<file path="src/hw/rtl/aes_key_schedule_round_key_add_assert.svh">
// ----------------------------------------------------------------------------
// AES key schedule / AddRoundKey assertion macros
// Concurrent checks clocked on clk, held off during reset.
// ----------------------------------------------------------------------------
`ifndef AES_KEY_SCHEDULE_ROUND_KEY_ADD_ASSERT_SVH
`define AES_KEY_SCHEDULE_ROUND_KEY_ADD_ASSERT_SVH

// same-cycle implication
`define AKS_ASSERT_SAME(lbl, ante, cons, msg) \
    lbl: assert property (@(posedge clk) disable iff (!rst_n) (ante) |-> (cons)) \
        else $error(msg);

// next-cycle implication
`define AKS_ASSERT_NEXT(lbl, ante, cons, msg) \
    lbl: assert property (@(posedge clk) disable iff (!rst_n) (ante) |=> (cons)) \
        else $error(msg);

`endif

</file>
<file path="src/hw/rtl/aesks_pkg.sv">
// ----------------------------------------------------------------------------
// aesks_pkg
// Shared types, constants and the S-box for the AES key schedule block.
// ----------------------------------------------------------------------------
package aesks_pkg;

    localparam int MIN_KEY_WORDS = 4;
    localparam int MAX_KEY_WORDS = 8;
    localparam int KW_EXTRA_SUB  = 6;
    localparam int KW_EXTRA_POS  = 4;
    localparam int MIN_ROUNDS    = 10;
    localparam int ROW_WORDS     = 4;
    localparam int CFG_COUNT     = 6;

    localparam logic [7:0] RCON_INIT = 8'h8d;
    localparam logic [7:0] RCON_POLY = 8'h1b;

    typedef enum logic [2:0] {
        CFG_KEY_0_7   = 3'd0,
        CFG_KEY_8_15  = 3'd1,
        CFG_KEY_16_23 = 3'd2,
        CFG_KEY_24_31 = 3'd3,
        CFG_KEY_WORDS = 3'd4,
        CFG_ROUNDS    = 3'd5
    } cfg_idx_t;

    typedef struct packed {
        logic cfg_wr;
        logic load_item;
        logic exp_start;
        logic exp_step;
        logic rd_en;
        logic rd_sel_input;
        logic out_load;
    } cmd_t;

    typedef struct packed {
        logic exp_last;
    } status_t;

    localparam logic [7:0] SBOX [256] = '{
        8'h63,8'h7c,8'h77,8'h7b,8'hf2,8'h6b,8'h6f,8'hc5,8'h30,8'h01,8'h67,8'h2b,8'hfe,8'hd7,8'hab,8'h76,
        8'hca,8'h82,8'hc9,8'h7d,8'hfa,8'h59,8'h47,8'hf0,8'had,8'hd4,8'ha2,8'haf,8'h9c,8'ha4,8'h72,8'hc0,
        8'hb7,8'hfd,8'h93,8'h26,8'h36,8'h3f,8'hf7,8'hcc,8'h34,8'ha5,8'he5,8'hf1,8'h71,8'hd8,8'h31,8'h15,
        8'h04,8'hc7,8'h23,8'hc3,8'h18,8'h96,8'h05,8'h9a,8'h07,8'h12,8'h80,8'he2,8'heb,8'h27,8'hb2,8'h75,
        8'h09,8'h83,8'h2c,8'h1a,8'h1b,8'h6e,8'h5a,8'ha0,8'h52,8'h3b,8'hd6,8'hb3,8'h29,8'he3,8'h2f,8'h84,
        8'h53,8'hd1,8'h00,8'hed,8'h20,8'hfc,8'hb1,8'h5b,8'h6a,8'hcb,8'hbe,8'h39,8'h4a,8'h4c,8'h58,8'hcf,
        8'hd0,8'hef,8'haa,8'hfb,8'h43,8'h4d,8'h33,8'h85,8'h45,8'hf9,8'h02,8'h7f,8'h50,8'h3c,8'h9f,8'ha8,
        8'h51,8'ha3,8'h40,8'h8f,8'h92,8'h9d,8'h38,8'hf5,8'hbc,8'hb6,8'hda,8'h21,8'h10,8'hff,8'hf3,8'hd2,
        8'hcd,8'h0c,8'h13,8'hec,8'h5f,8'h97,8'h44,8'h17,8'hc4,8'ha7,8'h7e,8'h3d,8'h64,8'h5d,8'h19,8'h73,
        8'h60,8'h81,8'h4f,8'hdc,8'h22,8'h2a,8'h90,8'h88,8'h46,8'hee,8'hb8,8'h14,8'hde,8'h5e,8'h0b,8'hdb,
        8'he0,8'h32,8'h3a,8'h0a,8'h49,8'h06,8'h24,8'h5c,8'hc2,8'hd3,8'hac,8'h62,8'h91,8'h95,8'he4,8'h79,
        8'he7,8'hc8,8'h37,8'h6d,8'h8d,8'hd5,8'h4e,8'ha9,8'h6c,8'h56,8'hf4,8'hea,8'h65,8'h7a,8'hae,8'h08,
        8'hba,8'h78,8'h25,8'h2e,8'h1c,8'ha6,8'hb4,8'hc6,8'he8,8'hdd,8'h74,8'h1f,8'h4b,8'hbd,8'h8b,8'h8a,
        8'h70,8'h3e,8'hb5,8'h66,8'h48,8'h03,8'hf6,8'h0e,8'h61,8'h35,8'h57,8'hb9,8'h86,8'hc1,8'h1d,8'h9e,
        8'he1,8'hf8,8'h98,8'h11,8'h69,8'hd9,8'h8e,8'h94,8'h9b,8'h1e,8'h87,8'he9,8'hce,8'h55,8'h28,8'hdf,
        8'h8c,8'ha1,8'h89,8'h0d,8'hbf,8'he6,8'h42,8'h68,8'h41,8'h99,8'h2d,8'h0f,8'hb0,8'h54,8'hbb,8'h16
    };

    function automatic logic [31:0] sub_word(input logic [31:0] w);
        return {SBOX[w[31:24]], SBOX[w[23:16]], SBOX[w[15:8]], SBOX[w[7:0]]};
    endfunction

    function automatic logic [7:0] xtime(input logic [7:0] b);
        return {b[6:0], 1'b0} ^ (b[7] ? RCON_POLY : 8'h00);
    endfunction

endpackage

</file>
<file path="src/hw/rtl/aesks_ctrl.sv">
// ----------------------------------------------------------------------------
// aesks_ctrl
// Sequencer: accepts words, runs the key expansion when needed, issues the
// round-key read and loads the output register.
// ----------------------------------------------------------------------------
module aesks_ctrl
(
    input  logic               clk,
    input  logic               rst_n,
    input  logic               s_tvalid,
    output logic               s_tready,
    output logic               m_tvalid,
    input  logic               m_tready,
    input  logic               cfg_valid,
    output logic               cfg_ready,
    input  logic [2:0]         cfg_index,
    input  aesks_pkg::status_t status,
    output aesks_pkg::cmd_t    cmd
);

    typedef enum logic [3:0] {
        ST_IDLE   = 4'b0001,
        ST_EXPAND = 4'b0010,
        ST_READ   = 4'b0100,
        ST_FINISH = 4'b1000
    } state_t;

    state_t state_reg, state_next;
    logic   keys_ready_reg, keys_ready_next;
    logic   m_tvalid_reg, m_tvalid_next;

    assign s_tready  = (state_reg == ST_IDLE);
    assign m_tvalid  = m_tvalid_reg;
    assign cfg_ready = 1'b1;

    always_comb
    begin
        state_next      = state_reg;
        keys_ready_next = keys_ready_reg;
        m_tvalid_next   = m_tvalid_reg && !m_tready;
        cmd             = '0;
        cmd.cfg_wr      = cfg_valid;

        case (state_reg)
            ST_IDLE:
            begin
                if (s_tvalid)
                begin
                    cmd.load_item = 1'b1;
                    if (keys_ready_reg)
                    begin
                        cmd.rd_en        = 1'b1;
                        cmd.rd_sel_input = 1'b1;
                        state_next       = ST_FINISH;
                    end
                    else
                    begin
                        cmd.exp_start = 1'b1;
                        state_next    = ST_EXPAND;
                    end
                end
            end
            ST_EXPAND:
            begin
                cmd.exp_step = 1'b1;
                if (status.exp_last)
                begin
                    keys_ready_next = 1'b1;
                    state_next      = ST_READ;
                end
            end
            ST_READ:
            begin
                cmd.rd_en  = 1'b1;
                state_next = ST_FINISH;
            end
            ST_FINISH:
            begin
                if (!m_tvalid_reg || m_tready)
                begin
                    cmd.out_load  = 1'b1;
                    m_tvalid_next = 1'b1;
                    state_next    = ST_IDLE;
                end
            end
            default:
            begin
                state_next = ST_IDLE;
            end
        endcase

        if (cfg_valid && (cfg_index < 3'(aesks_pkg::CFG_COUNT)))
        begin
            keys_ready_next = 1'b0;
        end
    end

    always_ff @(posedge clk or negedge rst_n)
    begin
        if (!rst_n)
        begin
            state_reg      <= ST_IDLE;
            keys_ready_reg <= 1'b0;
            m_tvalid_reg   <= 1'b0;
        end
        else
        begin
            state_reg      <= state_next;
            keys_ready_reg <= keys_ready_next;
            m_tvalid_reg   <= m_tvalid_next;
        end
    end

endmodule

</file>
<file path="src/hw/rtl/aesks_dpath.sv">
// ----------------------------------------------------------------------------
// aesks_dpath
// Key registers, one-word-per-cycle key expansion, round-key store and the
// AddRoundKey output register.
// ----------------------------------------------------------------------------
module aesks_dpath #(
    parameter int ROUND_KEY_BYTES = 240
)
(
    input  logic               clk,
    input  logic               rst_n,
    input  aesks_pkg::cmd_t    cmd,
    output aesks_pkg::status_t status,
    input  logic [2:0]         cfg_index,
    input  logic [63:0]        cfg_data,
    input  logic [3:0]         round_index,
    input  logic [63:0]        block_high,
    input  logic [63:0]        block_low,
    output logic [63:0]        result_high,
    output logic [63:0]        result_low,
    output logic               round_error
);

    localparam int STORE_WORDS = ROUND_KEY_BYTES / 4;
    localparam int MAX_ROUNDS  = ROUND_KEY_BYTES / 16 - 1;
    localparam int DEPTH       = MAX_ROUNDS + 1;
    localparam int ROW_W       = $clog2(DEPTH);
    localparam int WORD_W      = $clog2(STORE_WORDS);
    localparam int WIN_W       = $clog2(aesks_pkg::MAX_KEY_WORDS);

    logic [63:0] key_reg [4];
    logic [3:0]  kw_reg;
    logic [3:0]  rc_reg;

    logic [3:0]  round_reg;
    logic [63:0] blk_hi_reg;
    logic [63:0] blk_lo_reg;

    logic [WORD_W-1:0] idx_reg, idx_next;
    logic [WIN_W-1:0]  pos_reg, pos_next;
    logic [7:0]        rcon_reg, rcon_next;
    logic [31:0]       win_reg [aesks_pkg::MAX_KEY_WORDS];

    logic [aesks_pkg::ROW_WORDS-1:0][31:0] store_mem [DEPTH];
    logic [aesks_pkg::ROW_WORDS-1:0][31:0] rkey_reg;

    logic [63:0] res_hi_reg;
    logic [63:0] res_lo_reg;
    logic        err_reg;

    logic [3:0]       eff_nk;
    logic [3:0]       eff_rounds;
    logic [WIN_W-1:0] nk_m1;
    logic [31:0]      tmp_word;
    logic [31:0]      key_word;
    logic [31:0]      exp_word;
    logic [63:0]      key_pair;
    logic [ROW_W-1:0] wr_row;
    logic [ROW_W-1:0] rd_row;
    logic             item_err;

    always_comb
    begin
        if (kw_reg < 4'(aesks_pkg::MIN_KEY_WORDS))
            eff_nk = 4'(aesks_pkg::MIN_KEY_WORDS);
        else if (kw_reg > 4'(aesks_pkg::MAX_KEY_WORDS))
            eff_nk = 4'(aesks_pkg::MAX_KEY_WORDS);
        else
            eff_nk = kw_reg;

        if (rc_reg < 4'(aesks_pkg::MIN_ROUNDS))
            eff_rounds = 4'(aesks_pkg::MIN_ROUNDS);
        else if (rc_reg > 4'(MAX_ROUNDS))
            eff_rounds = 4'(MAX_ROUNDS);
        else
            eff_rounds = rc_reg;
    end

    assign nk_m1  = WIN_W'(eff_nk - 4'd1);
    assign wr_row = ROW_W'(idx_reg >> 2);
    assign rd_row = cmd.rd_sel_input ? ROW_W'(round_index) : ROW_W'(round_reg);

    assign status.exp_last = (idx_reg[1:0] == 2'd3) && (wr_row == ROW_W'(eff_rounds));

    // next expanded word
    always_comb
    begin
        key_pair = key_reg[idx_reg[2:1]];
        key_word = idx_reg[0] ? key_pair[31:0] : key_pair[63:32];
        tmp_word = win_reg[0];
        if (pos_reg == '0)
        begin
            tmp_word = aesks_pkg::sub_word({win_reg[0][23:0], win_reg[0][31:24]})
                       ^ {rcon_reg, 24'h000000};
        end
        else if ((eff_nk > 4'(aesks_pkg::KW_EXTRA_SUB))
                 && (pos_reg == WIN_W'(aesks_pkg::KW_EXTRA_POS)))
        begin
            tmp_word = aesks_pkg::sub_word(win_reg[0]);
        end

        if (idx_reg < WORD_W'(eff_nk))
            exp_word = key_word;
        else
            exp_word = win_reg[nk_m1] ^ tmp_word;
    end

    always_comb
    begin
        idx_next  = idx_reg;
        pos_next  = pos_reg;
        rcon_next = rcon_reg;
        if (cmd.exp_start)
        begin
            idx_next  = '0;
            pos_next  = '0;
            rcon_next = aesks_pkg::RCON_INIT;
        end
        else if (cmd.exp_step)
        begin
            idx_next = idx_reg + WORD_W'(1);
            if (pos_reg == nk_m1)
            begin
                pos_next  = '0;
                rcon_next = aesks_pkg::xtime(rcon_reg);
            end
            else
            begin
                pos_next = pos_reg + WIN_W'(1);
            end
        end
    end

    always_ff @(posedge clk or negedge rst_n)
    begin
        if (!rst_n)
        begin
            key_reg[0] <= '0;
            key_reg[1] <= '0;
            key_reg[2] <= '0;
            key_reg[3] <= '0;
            kw_reg     <= 4'(aesks_pkg::MIN_KEY_WORDS);
            rc_reg     <= 4'(aesks_pkg::MIN_ROUNDS);
        end
        else if (cmd.cfg_wr)
        begin
            case (aesks_pkg::cfg_idx_t'(cfg_index))
                aesks_pkg::CFG_KEY_0_7:   key_reg[0] <= cfg_data;
                aesks_pkg::CFG_KEY_8_15:  key_reg[1] <= cfg_data;
                aesks_pkg::CFG_KEY_16_23: key_reg[2] <= cfg_data;
                aesks_pkg::CFG_KEY_24_31: key_reg[3] <= cfg_data;
                aesks_pkg::CFG_KEY_WORDS: kw_reg     <= cfg_data[3:0];
                aesks_pkg::CFG_ROUNDS:    rc_reg     <= cfg_data[3:0];
                default:                  ;
            endcase
        end
    end

    always_ff @(posedge clk)
    begin
        idx_reg  <= idx_next;
        pos_reg  <= pos_next;
        rcon_reg <= rcon_next;
        if (cmd.exp_step)
        begin
            win_reg[0] <= exp_word;
            for (int k = 1; k < aesks_pkg::MAX_KEY_WORDS; k++)
            begin
                win_reg[k] <= win_reg[k-1];
            end
        end
        if (cmd.load_item)
        begin
            round_reg  <= round_index;
            blk_hi_reg <= block_high;
            blk_lo_reg <= block_low;
        end
    end

    // round-key store: one word written, one row read per cycle
    always_ff @(posedge clk)
    begin
        if (cmd.exp_step)
        begin
            store_mem[wr_row][idx_reg[1:0]] <= exp_word;
        end
        if (cmd.rd_en)
        begin
            rkey_reg <= store_mem[rd_row];
        end
    end

    assign item_err = (round_reg > eff_rounds);

    always_ff @(posedge clk)
    begin
        if (cmd.out_load)
        begin
            err_reg <= item_err;
            if (item_err)
            begin
                res_hi_reg <= blk_hi_reg;
                res_lo_reg <= blk_lo_reg;
            end
            else
            begin
                res_hi_reg <= blk_hi_reg ^ {rkey_reg[0], rkey_reg[1]};
                res_lo_reg <= blk_lo_reg ^ {rkey_reg[2], rkey_reg[3]};
            end
        end
    end

    assign result_high = res_hi_reg;
    assign result_low  = res_lo_reg;
    assign round_error = err_reg;

endmodule

</file>
<file path="src/hw/rtl/aes_key_schedule_round_key_add.sv">
// ----------------------------------------------------------------------------
// aes_key_schedule_round_key_add
// AES-128/192/256 key expansion into a round-key store, then AddRoundKey on
// each incoming 16-byte block for the round it names.
// ----------------------------------------------------------------------------
// With the round keys in place a word is accepted and its round-key row is
// read from the store; the word is then XORed and loaded into the output
// register once that register is free. The first word after reset or after a
// write to one of the six configuration registers first expands the key, one
// 32-bit word per cycle, into 4*(R+1) words, R being the effective round count (10 to 14). The output register
// lets the next word be taken while a result waits for m_tready.
module aes_key_schedule_round_key_add #(
    parameter int ROUND_KEY_BYTES = 240
)
(
    input  logic         clk,
    input  logic         rst_n,
    input  logic         s_tvalid,
    output logic         s_tready,
    input  logic [135:0] s_tdata,   // round_index[3:0], block_high[67:4], block_low[131:68]
    output logic         m_tvalid,
    input  logic         m_tready,
    output logic [127:0] m_tdata,   // result_high[63:0], result_low[127:64]
    output logic         m_tuser,   // round_error[0]
    input  logic         cfg_valid,
    output logic         cfg_ready,
    input  logic [2:0]   cfg_index,
    input  logic [63:0]  cfg_data
);

    aesks_pkg::cmd_t    cmd;
    aesks_pkg::status_t status;
    logic [63:0]        result_high;
    logic [63:0]        result_low;
    logic               round_error;

    aesks_ctrl u_ctrl
    (
        .clk       (clk),
        .rst_n     (rst_n),
        .s_tvalid  (s_tvalid),
        .s_tready  (s_tready),
        .m_tvalid  (m_tvalid),
        .m_tready  (m_tready),
        .cfg_valid (cfg_valid),
        .cfg_ready (cfg_ready),
        .cfg_index (cfg_index),
        .status    (status),
        .cmd       (cmd)
    );

    aesks_dpath #(
        .ROUND_KEY_BYTES (ROUND_KEY_BYTES)
    ) u_dpath
    (
        .clk         (clk),
        .rst_n       (rst_n),
        .cmd         (cmd),
        .status      (status),
        .cfg_index   (cfg_index),
        .cfg_data    (cfg_data),
        .round_index (s_tdata[3:0]),
        .block_high  (s_tdata[67:4]),
        .block_low   (s_tdata[131:68]),
        .result_high (result_high),
        .result_low  (result_low),
        .round_error (round_error)
    );

    assign m_tdata = {result_low, result_high};
    assign m_tuser = round_error;

`include "aes_key_schedule_round_key_add_assert.svh"

    `AKS_ASSERT_NEXT(a_accept_blocks, s_tvalid && s_tready, !s_tready, "second word taken before first finished")
    `AKS_ASSERT_SAME(a_no_overwrite, cmd.out_load, !m_tvalid || m_tready, "output register overwritten")
    `AKS_ASSERT_SAME(a_expand_busy, cmd.exp_step, !s_tready, "expansion step while accepting")
    `AKS_ASSERT_NEXT(a_expand_ends, cmd.exp_step && status.exp_last, !cmd.exp_step, "expansion ran past last word")

endmodule

</file>
<file path="config.mk">
export PLATFORM = sky130hd
export DESIGN_NAME = aes_key_schedule_round_key_add
export DESIGN_NICKNAME = d
export VERILOG_FILES = /design/src/hw/rtl/aesks_pkg.sv /design/src/hw/rtl/aesks_ctrl.sv /design/src/hw/rtl/aesks_dpath.sv /design/src/hw/rtl/aes_key_schedule_round_key_add.sv
export VERILOG_INCLUDE_DIRS = /design/src /design/src/hw/rtl
export SDC_FILE = /design/constraint.sdc
export NUM_CORES = 2
export LEC_CHECK = 0
export ABC_CLOCK_PERIOD_IN_PS = 30700
export BUFFER_PORTS_ARGS = -buffer_cell sky130_fd_sc_hd__buf_2
export CAP_MARGIN = 10
export CORE_MARGIN = 4
export CORE_UTILIZATION = 56
export CTS_CLUSTER_SIZE = 30
export DETAILED_ROUTE_END_ITERATION = 10
export PLACE_DENSITY = 0.76
export SLEW_MARGIN = 20
export SYNTH_ARGS = -nofsm -noshare
export SYNTH_HDL_FRONTEND = slang
export SYNTH_HIERARCHICAL = 1
export SYNTH_SLANG_ARGS = --single-unit
</file>
<file path="constraint.sdc">
create_clock -name clk -period 30.7 [get_ports clk]
set_input_delay 0 -clock clk [delete_from_list [all_inputs] [get_ports clk]]
set_output_delay 0 -clock clk [all_outputs]
set_load 0.03 [all_outputs]
</file>
Word-level counts from Yosys, hierarchy flattened
Memories as Yosys holds them, arrays and structs flattened. A register that Yosys moved wholly into a read port is not among the register bits.
Index checks and enable logic that the tools add are counted.
{"block": "classes", "n_addsub": 3, "magnitude_cmp": 15, "eq_ne": 16, "muxes": 49, "bitwise_logic": 10, "n_reduce_logical": 21}
{"op": "64-bit two-way mux", "n": 4}
{"op": "32-bit two-way mux", "n": 5}
{"op": "64-bit binary-select mux with 2-bit select", "n": 1}
{"op": "128-bit two-way mux", "n": 1}
{"op": "64-bit bitwise XOR", "n": 2}
{"op": "32-bit demux with 2-bit select", "n": 1}
{"op": "8-bit two-way mux", "n": 8}
{"op": "32-bit bitwise XOR", "n": 2}
{"op": "9-bit >= comparator, second input constant", "n": 4}
{"op": "4-bit two-way mux", "n": 9}
{"op": "8-bit inverter with 9-bit output", "n": 4}
{"op": "4-bit one-hot mux with 4 select lines", "n": 1}
{"op": "2-bit AND reduction", "n": 8}
{"op": "1-bit two-way mux", "n": 12}
{"op": "3-bit == test, second input constant", "n": 3}
{"op": "4-bit > comparator, second input constant", "n": 2}
{"op": "2-bit two-way mux", "n": 4}
{"op": "8-bit bitwise XOR", "n": 1}
{"op": "6-bit by 1-bit adder with 6-bit output, second input constant", "n": 1}
{"op": "3-bit by 2-bit == test with 1-bit output, second input constant", "n": 2}
{"op": "3-bit logical NOT", "n": 2}
{"op": "6-bit by 4-bit less-than comparator with 1-bit output", "n": 1}
{"op": "1-bit logical AND", "n": 5}
{"op": "5-bit two-way mux", "n": 1}
{"op": "27 further kinds", "n": 30}
{"block": "totals", "regBits": 548, "ramBits": 2176, "rom_bits": 8192, "in_bits": 208, "out_inout_bits": 132, "wordCells": 138, "n_memories": 6}
{"name": "(no name shown)", "words": 256, "width": 8, "rd": 1, "rd_clocked_by_memory_dff": 0, "write_ports": 0, "line_no": "aesks_pkg.sv:61", "source": "return {SBOX[w[31:24]], SBOX[w[23:16]], SBOX[w[15:8]], SBOX[w[7:0]]};"}
{"name": "(no name shown)", "words": 256, "width": 8, "rd": 1, "rd_clocked_by_memory_dff": 0, "write_ports": 0, "line_no": "aesks_pkg.sv:61"}
{"name": "(no name shown)", "words": 256, "width": 8, "rd": 1, "rd_clocked_by_memory_dff": 0, "write_ports": 0, "line_no": "aesks_pkg.sv:61"}
{"name": "(no name shown)", "words": 256, "width": 8, "rd": 1, "rd_clocked_by_memory_dff": 0, "write_ports": 0, "line_no": "aesks_pkg.sv:61"}
{"name": "u_dpath.store_mem", "words": 15, "width": 128, "rd": 1, "rd_clocked_by_memory_dff": 1, "write_ports": 1, "line_no": "aesks_dpath.sv:44", "source": "logic [aesks_pkg::ROW_WORDS-1:0][31:0] store_mem [DEPTH];"}
{"name": "u_dpath.win_reg", "words": 8, "width": 32, "rd": 8, "rd_clocked_by_memory_dff": 0, "write_ports": 8, "line_no": "aesks_dpath.sv:42", "source": "logic [31:0] win_reg [aesks_pkg::MAX_KEY_WORDS];"}

Logic depth before layout (Yosys ltp)
{"block": "logic_depth", "ltp_word": 9, "depth_mapped": 16, "depth_no_buf": 11}

By module
Netlist, hierarchy kept.
{"module": "aesks_dpath", "n_inst": 1, "cells_each": 8380, "area_each_um2": 124151.6, "seq_area_each_um2": 83974.3}
{"module": "aesks_ctrl", "n_inst": 1, "cells_each": 41, "area_each_um2": 375.4, "seq_area_each_um2": 151.4}

Worst setup path before layout
OpenSTA, ideal clock, no wires.
{"block": "synth_path", "path_type": "register -> register", "start": "register u_ctrl.state_reg[1]", "end": "register u_dpath.idx_reg[5]", "setup_time_ns": 0.071, "t_arrival_ns": 31.339, "t_required_ns": 30.629, "path_slack_ns": -0.710, "stages_incl_launch_ff": 5, "n_path_buf": 0, "period_less_slack_ns": 31.410, "path_cell_list": "dfrtp_1 > nor4b_1 > nand4_1 > or3_1 > a21oi_1"}
{"item": "from (decl)", "line_no": "aesks_ctrl.sv:28", "source": "state_t state_reg, state_next;"}
{"item": "from (signal assigned)", "line_no": "aesks_ctrl.sv:108", "source": "state_reg <= state_next;"}
{"item": "to (signal assigned)", "line_no": "aesks_dpath.sv:161", "source": "idx_reg <= idx_next;"}
{"item": "to (decl)", "line_no": "aesks_dpath.sv:39", "source": "logic [WORD_W-1:0] idx_reg, idx_next;"}

==> summary.txt <==
Outcome
  – Status: completed

Clock network
  – Worst-Skew Late Latency: around 1 ns
  – TritonCTS Sinks: 2,852
  – Cts hold-fix bufs: 410
  – Post-cts sizing count: 0
  – TritonCTS clock tree: built
  – Clock Tree Buf Depth: 4
  – Clk slew on worst S/H paths: 0.06 ns
  – H-tree lvl count: 5
  – Cts bufs inserted: 299
  – Post-CTS Repair Setup Buffers: 0
  – Root buffer cell: clkbuf_16

Drt
  – 1st-iter DRT viols: 12,100
  – DR vias/cell: around 6.8
  – Post-DR wirelength/cell: ~31 microns
  – Final wirelength: around 380,000 microns
  – Post-DRT Antenna Nets: 0
  – Initial DRT Pass Iterations: 9
  – DRC: 0
  – Vias: around 83,000

Place
  – RD Place Congestion: 0.984
  – IO buf count: 334
  – DP HPWL: a little over 200,000 microns

Synthesis
  – Yosys top cell area share: 0.619
  – Cell with the most instances after synthesis: edfxtp_1
  – Syn avg cell area: 14.8 sq um
  – Top_reg_cell synth: edfxtp_1
  – Leading post-synthesis cells by cell area: edfxtp_1, mux4_2, dfrtp_1
  – Seq cells post-synth: roughly 2,900
  – Number of flops mapped to enable cells by yosys: 2,565
  – Register area share after synthesis: 0.676
  – Synth Cell Area: 125,000 sq um
  – Post-synth top cells: edfxtp_1, nand2_1, clkbuf_1
  – Ys Warns: 6
  – Synth Instances: approximately 8,400
  – Cell taking the most area after synthesis: edfxtp_1
  – Fraction of registers with async set or reset after synthesis: 0.0947
  – Unique cell type count in the Yosys netlist: 97
  – Syn Nets: a little under 9,000

Setup path
  – Startpoint types: register
  – WP data required: 31.38 ns
  – Critical path capture point type: register
  – CP max FO: roughly 140
  – Critical path class: reg2reg
  – CP Data Arrival Time: 8.19 ns

STA
  – Measured slew at the worst slew-check pin: 1.23 ns
  – RSZ-0062 raised after global routing: false
  – Max-slew violations: 0
  – Hold_ws: roughly 0.052 ns
  – Final Hold Viols: 0
  – Clk_skew: 0.0910 ns
  – Crit path time final: between 7 and 8 ns
  – Slew headroom: 0.175
  – FMAX: ~130 MHz
  – Setup TNS Final: 0 ns
  – Final Cycle Share: 0.245
  – Final setup viols: 0

Floorplan
  – Core ar.: 220,000 sq um
  – Width of the die: 480 microns
  – Initial core utilization: 0.565
  – Rows: ~170
  – Die area: 230,000 sq um
  – Die H: 480 microns
  – IO Pins: 340

Cells and area
  – NumNets Final: 9,322
  – Fillcell total: between 10,000 and 15,000
  – Area of the multi-input gates: between 30,000 and 40,000 sq um
  – Storage cell area: between 80,000 and 90,000 sq um
  – Synthesis-to-finish area growth: 15.2%
  – Layout cell share with drive strength beyond 1: 0.205
  – Max FFs per register: 1,920

GRT
  – Total Routing Usage GR: 0.325
  – Initial antenna violation count: 26
  – GR Overflow Total: 0
  – Vias in the first global route: ~83,000
  – Largest net degree at the start of global routing: 160
  – First-pass GRT wire length: between 500,000 and 600,000 microns

Worst hold path
  – Hold WC Path Type: in2reg

Pwr
  – P_leak: around 48 nW
  – PwrDens: 105 nW/um^2
  – Worst VDD drop: 0.000205 V

Job
  – Max Cap Viol: 0
==> power by group <==
group | switching [mW] | leakage (nW) | total, mW | internal, mW
sequential | 0.145 | 26.6 | 5.98 | 5.84
clock | 1.47 | 4.56 | 3.50 | 2.03
combinational | 4.13 | 17.3 | 5.60 | 1.47
total | 5.75 | 48.5 | 15.1 | 9.33
==> layout make-up <==
type                            instances  area share
Clock buffer                          365      0.0554
Sequential cell                      2852       0.586
Timing Repair Buffer                  986      0.0535
Multi-Input combinational cell       4838       0.268
Clock inverter                        147     0.00931
Antenna cell                           17    0.000297
Inverter                               62     0.00167
Tap cell                             2958      0.0258
==> critical path, cell delays in order, from the launching register on <==
cell and delay (ns):
dfstp_2 0.64, nor4b_1 0.64, and3_1 0.70, mux2i_4 0.33, buf_4 0.49, buf_12 0.51
buf_4 0.85, buf_4 0.85, buf_4 0.92, nor2_1 0.08, a311oi_1 0.30, a311oi_1 0.09
a21oi_1 0.51
==> kinds of logic (layout without fill, tap and decap cells) <==
| group | Yosys count | after routing | synth area share |
|---|---|---|---|
| xor+xnor | 160 | 160 | 0.0113 |
| buf+inv | 731 | 1560 | 0.0238 |
| mux | 814 | 814 | 0.113 |
| other cells | 2 | 19 | 0.0000603 |
| flops | 2852 | 2852 | 0.676 |
| simple gates | 2350 | 2350 | 0.0855 |
| compound gates | 1437 | 1437 | 0.0830 |
| fa+ha+maj | 75 | 75 | 0.00754 |
==> layout by cell type, fill, tap and decap left out, types with 44 or more instances in the layout <==
| master | netlist | layout |
|---|---|---|
| edfxtp_1 | 2565 | 2565 |
| nand2b_1 | 105 | 105 |
| mux2i_1 | 81 | 78 |
| nor2_1 | 356 | 296 |
| dlygate4sd3_1 | 0 | 409 |
| nor2b_1 | 96 | 95 |
| clkbuf_16 | 0 | 308 |
| a31oi_1 | 182 | 181 |
| a311oi_1 | 235 | 235 |
| clkinv_2 | 0 | 54 |
| mux2_2 | 284 | 283 |
| buf_4 | 16 | 237 |
| o211ai_1 | 48 | 48 |
| o21ai_0 | 181 | 177 |
| nand2_1 | 1172 | 1172 |
| ha_1 | 75 | 74 |
| a211oi_1 | 154 | 152 |
| and3_1 | 60 | 59 |
| nor3_1 | 82 | 80 |
| inv_1 | 54 | 52 |
| nand3_1 | 238 | 236 |
| dfrtp_1 | 266 | 266 |
| o311ai_0 | 44 | 44 |
| a21oi_1 | 222 | 221 |
| clkbuf_1 | 485 | 55 |
| clkinv_1 | 5 | 53 |
| nor2_4 | 0 | 60 |
| xnor2_1 | 150 | 150 |
| buf_2 | 119 | 333 |
| mux4_2 | 448 | 448 |
==> worst paths after layout <==
path	slack [ns]	cells past startpoint	end	start
worst max-delay path	23.19	12	u_dpath/rkey_reg[16]$_DFFE_PP_	u_ctrl/state_reg[0]$_DFFE_PN1P_
worst min register to register	0.41	0	u_dpath/win_reg[6][23]$_DFFE_PP_	u_dpath/win_reg[5][23]$_DFFE_PP_
min in group asynchronous	0.29	4	u_dpath/key_reg[51]$_DFFE_PN0P_	rst_n
worst max register to register	23.19	12	u_dpath/rkey_reg[16]$_DFFE_PP_	u_ctrl/state_reg[0]$_DFFE_PN1P_
worst min-delay path	0.05	3	u_dpath/kw_reg[1]$_DFFE_PN0P_	cfg_data[1]
max in group asynchronous	29.55	4	u_dpath/key_reg[165]$_DFFE_PN0P_	rst_n
==> per-layer routing <==
layer | up-vias | part of all wire | GRT usage
li1 | 34100 | - | -
met1 | 42100 | 0.36 | 0.434
met2 | 5937 | 0.47 | 0.509
met5 | - | 0.000071 | 0
met3 | 1034 | 0.12 | 0.0777
met4 | 4 | 0.050 | 0.153
==> through the flow <==
step / total power [mW] / instance area [sq um] / setup slack, ns / cells / util
finish: 15.1 / 143000 / 23.19 / 12200 / 0.651
global route: 15.6 / 143000 / 22.86 / 12200 / 0.651
CTS: 14.9 / 143000 / 23.46 / 12200 / 0.651
detailed placement: 11.4 / 130000 / 23.45 / 11300 / 0.590
global placement: 11.3 / 130000 / 23.57 / 11300 / 0.590
floorplan: 9.20 / 125000 / 13.42 / 8421 / -
Power figures use the tool's default switching activity.
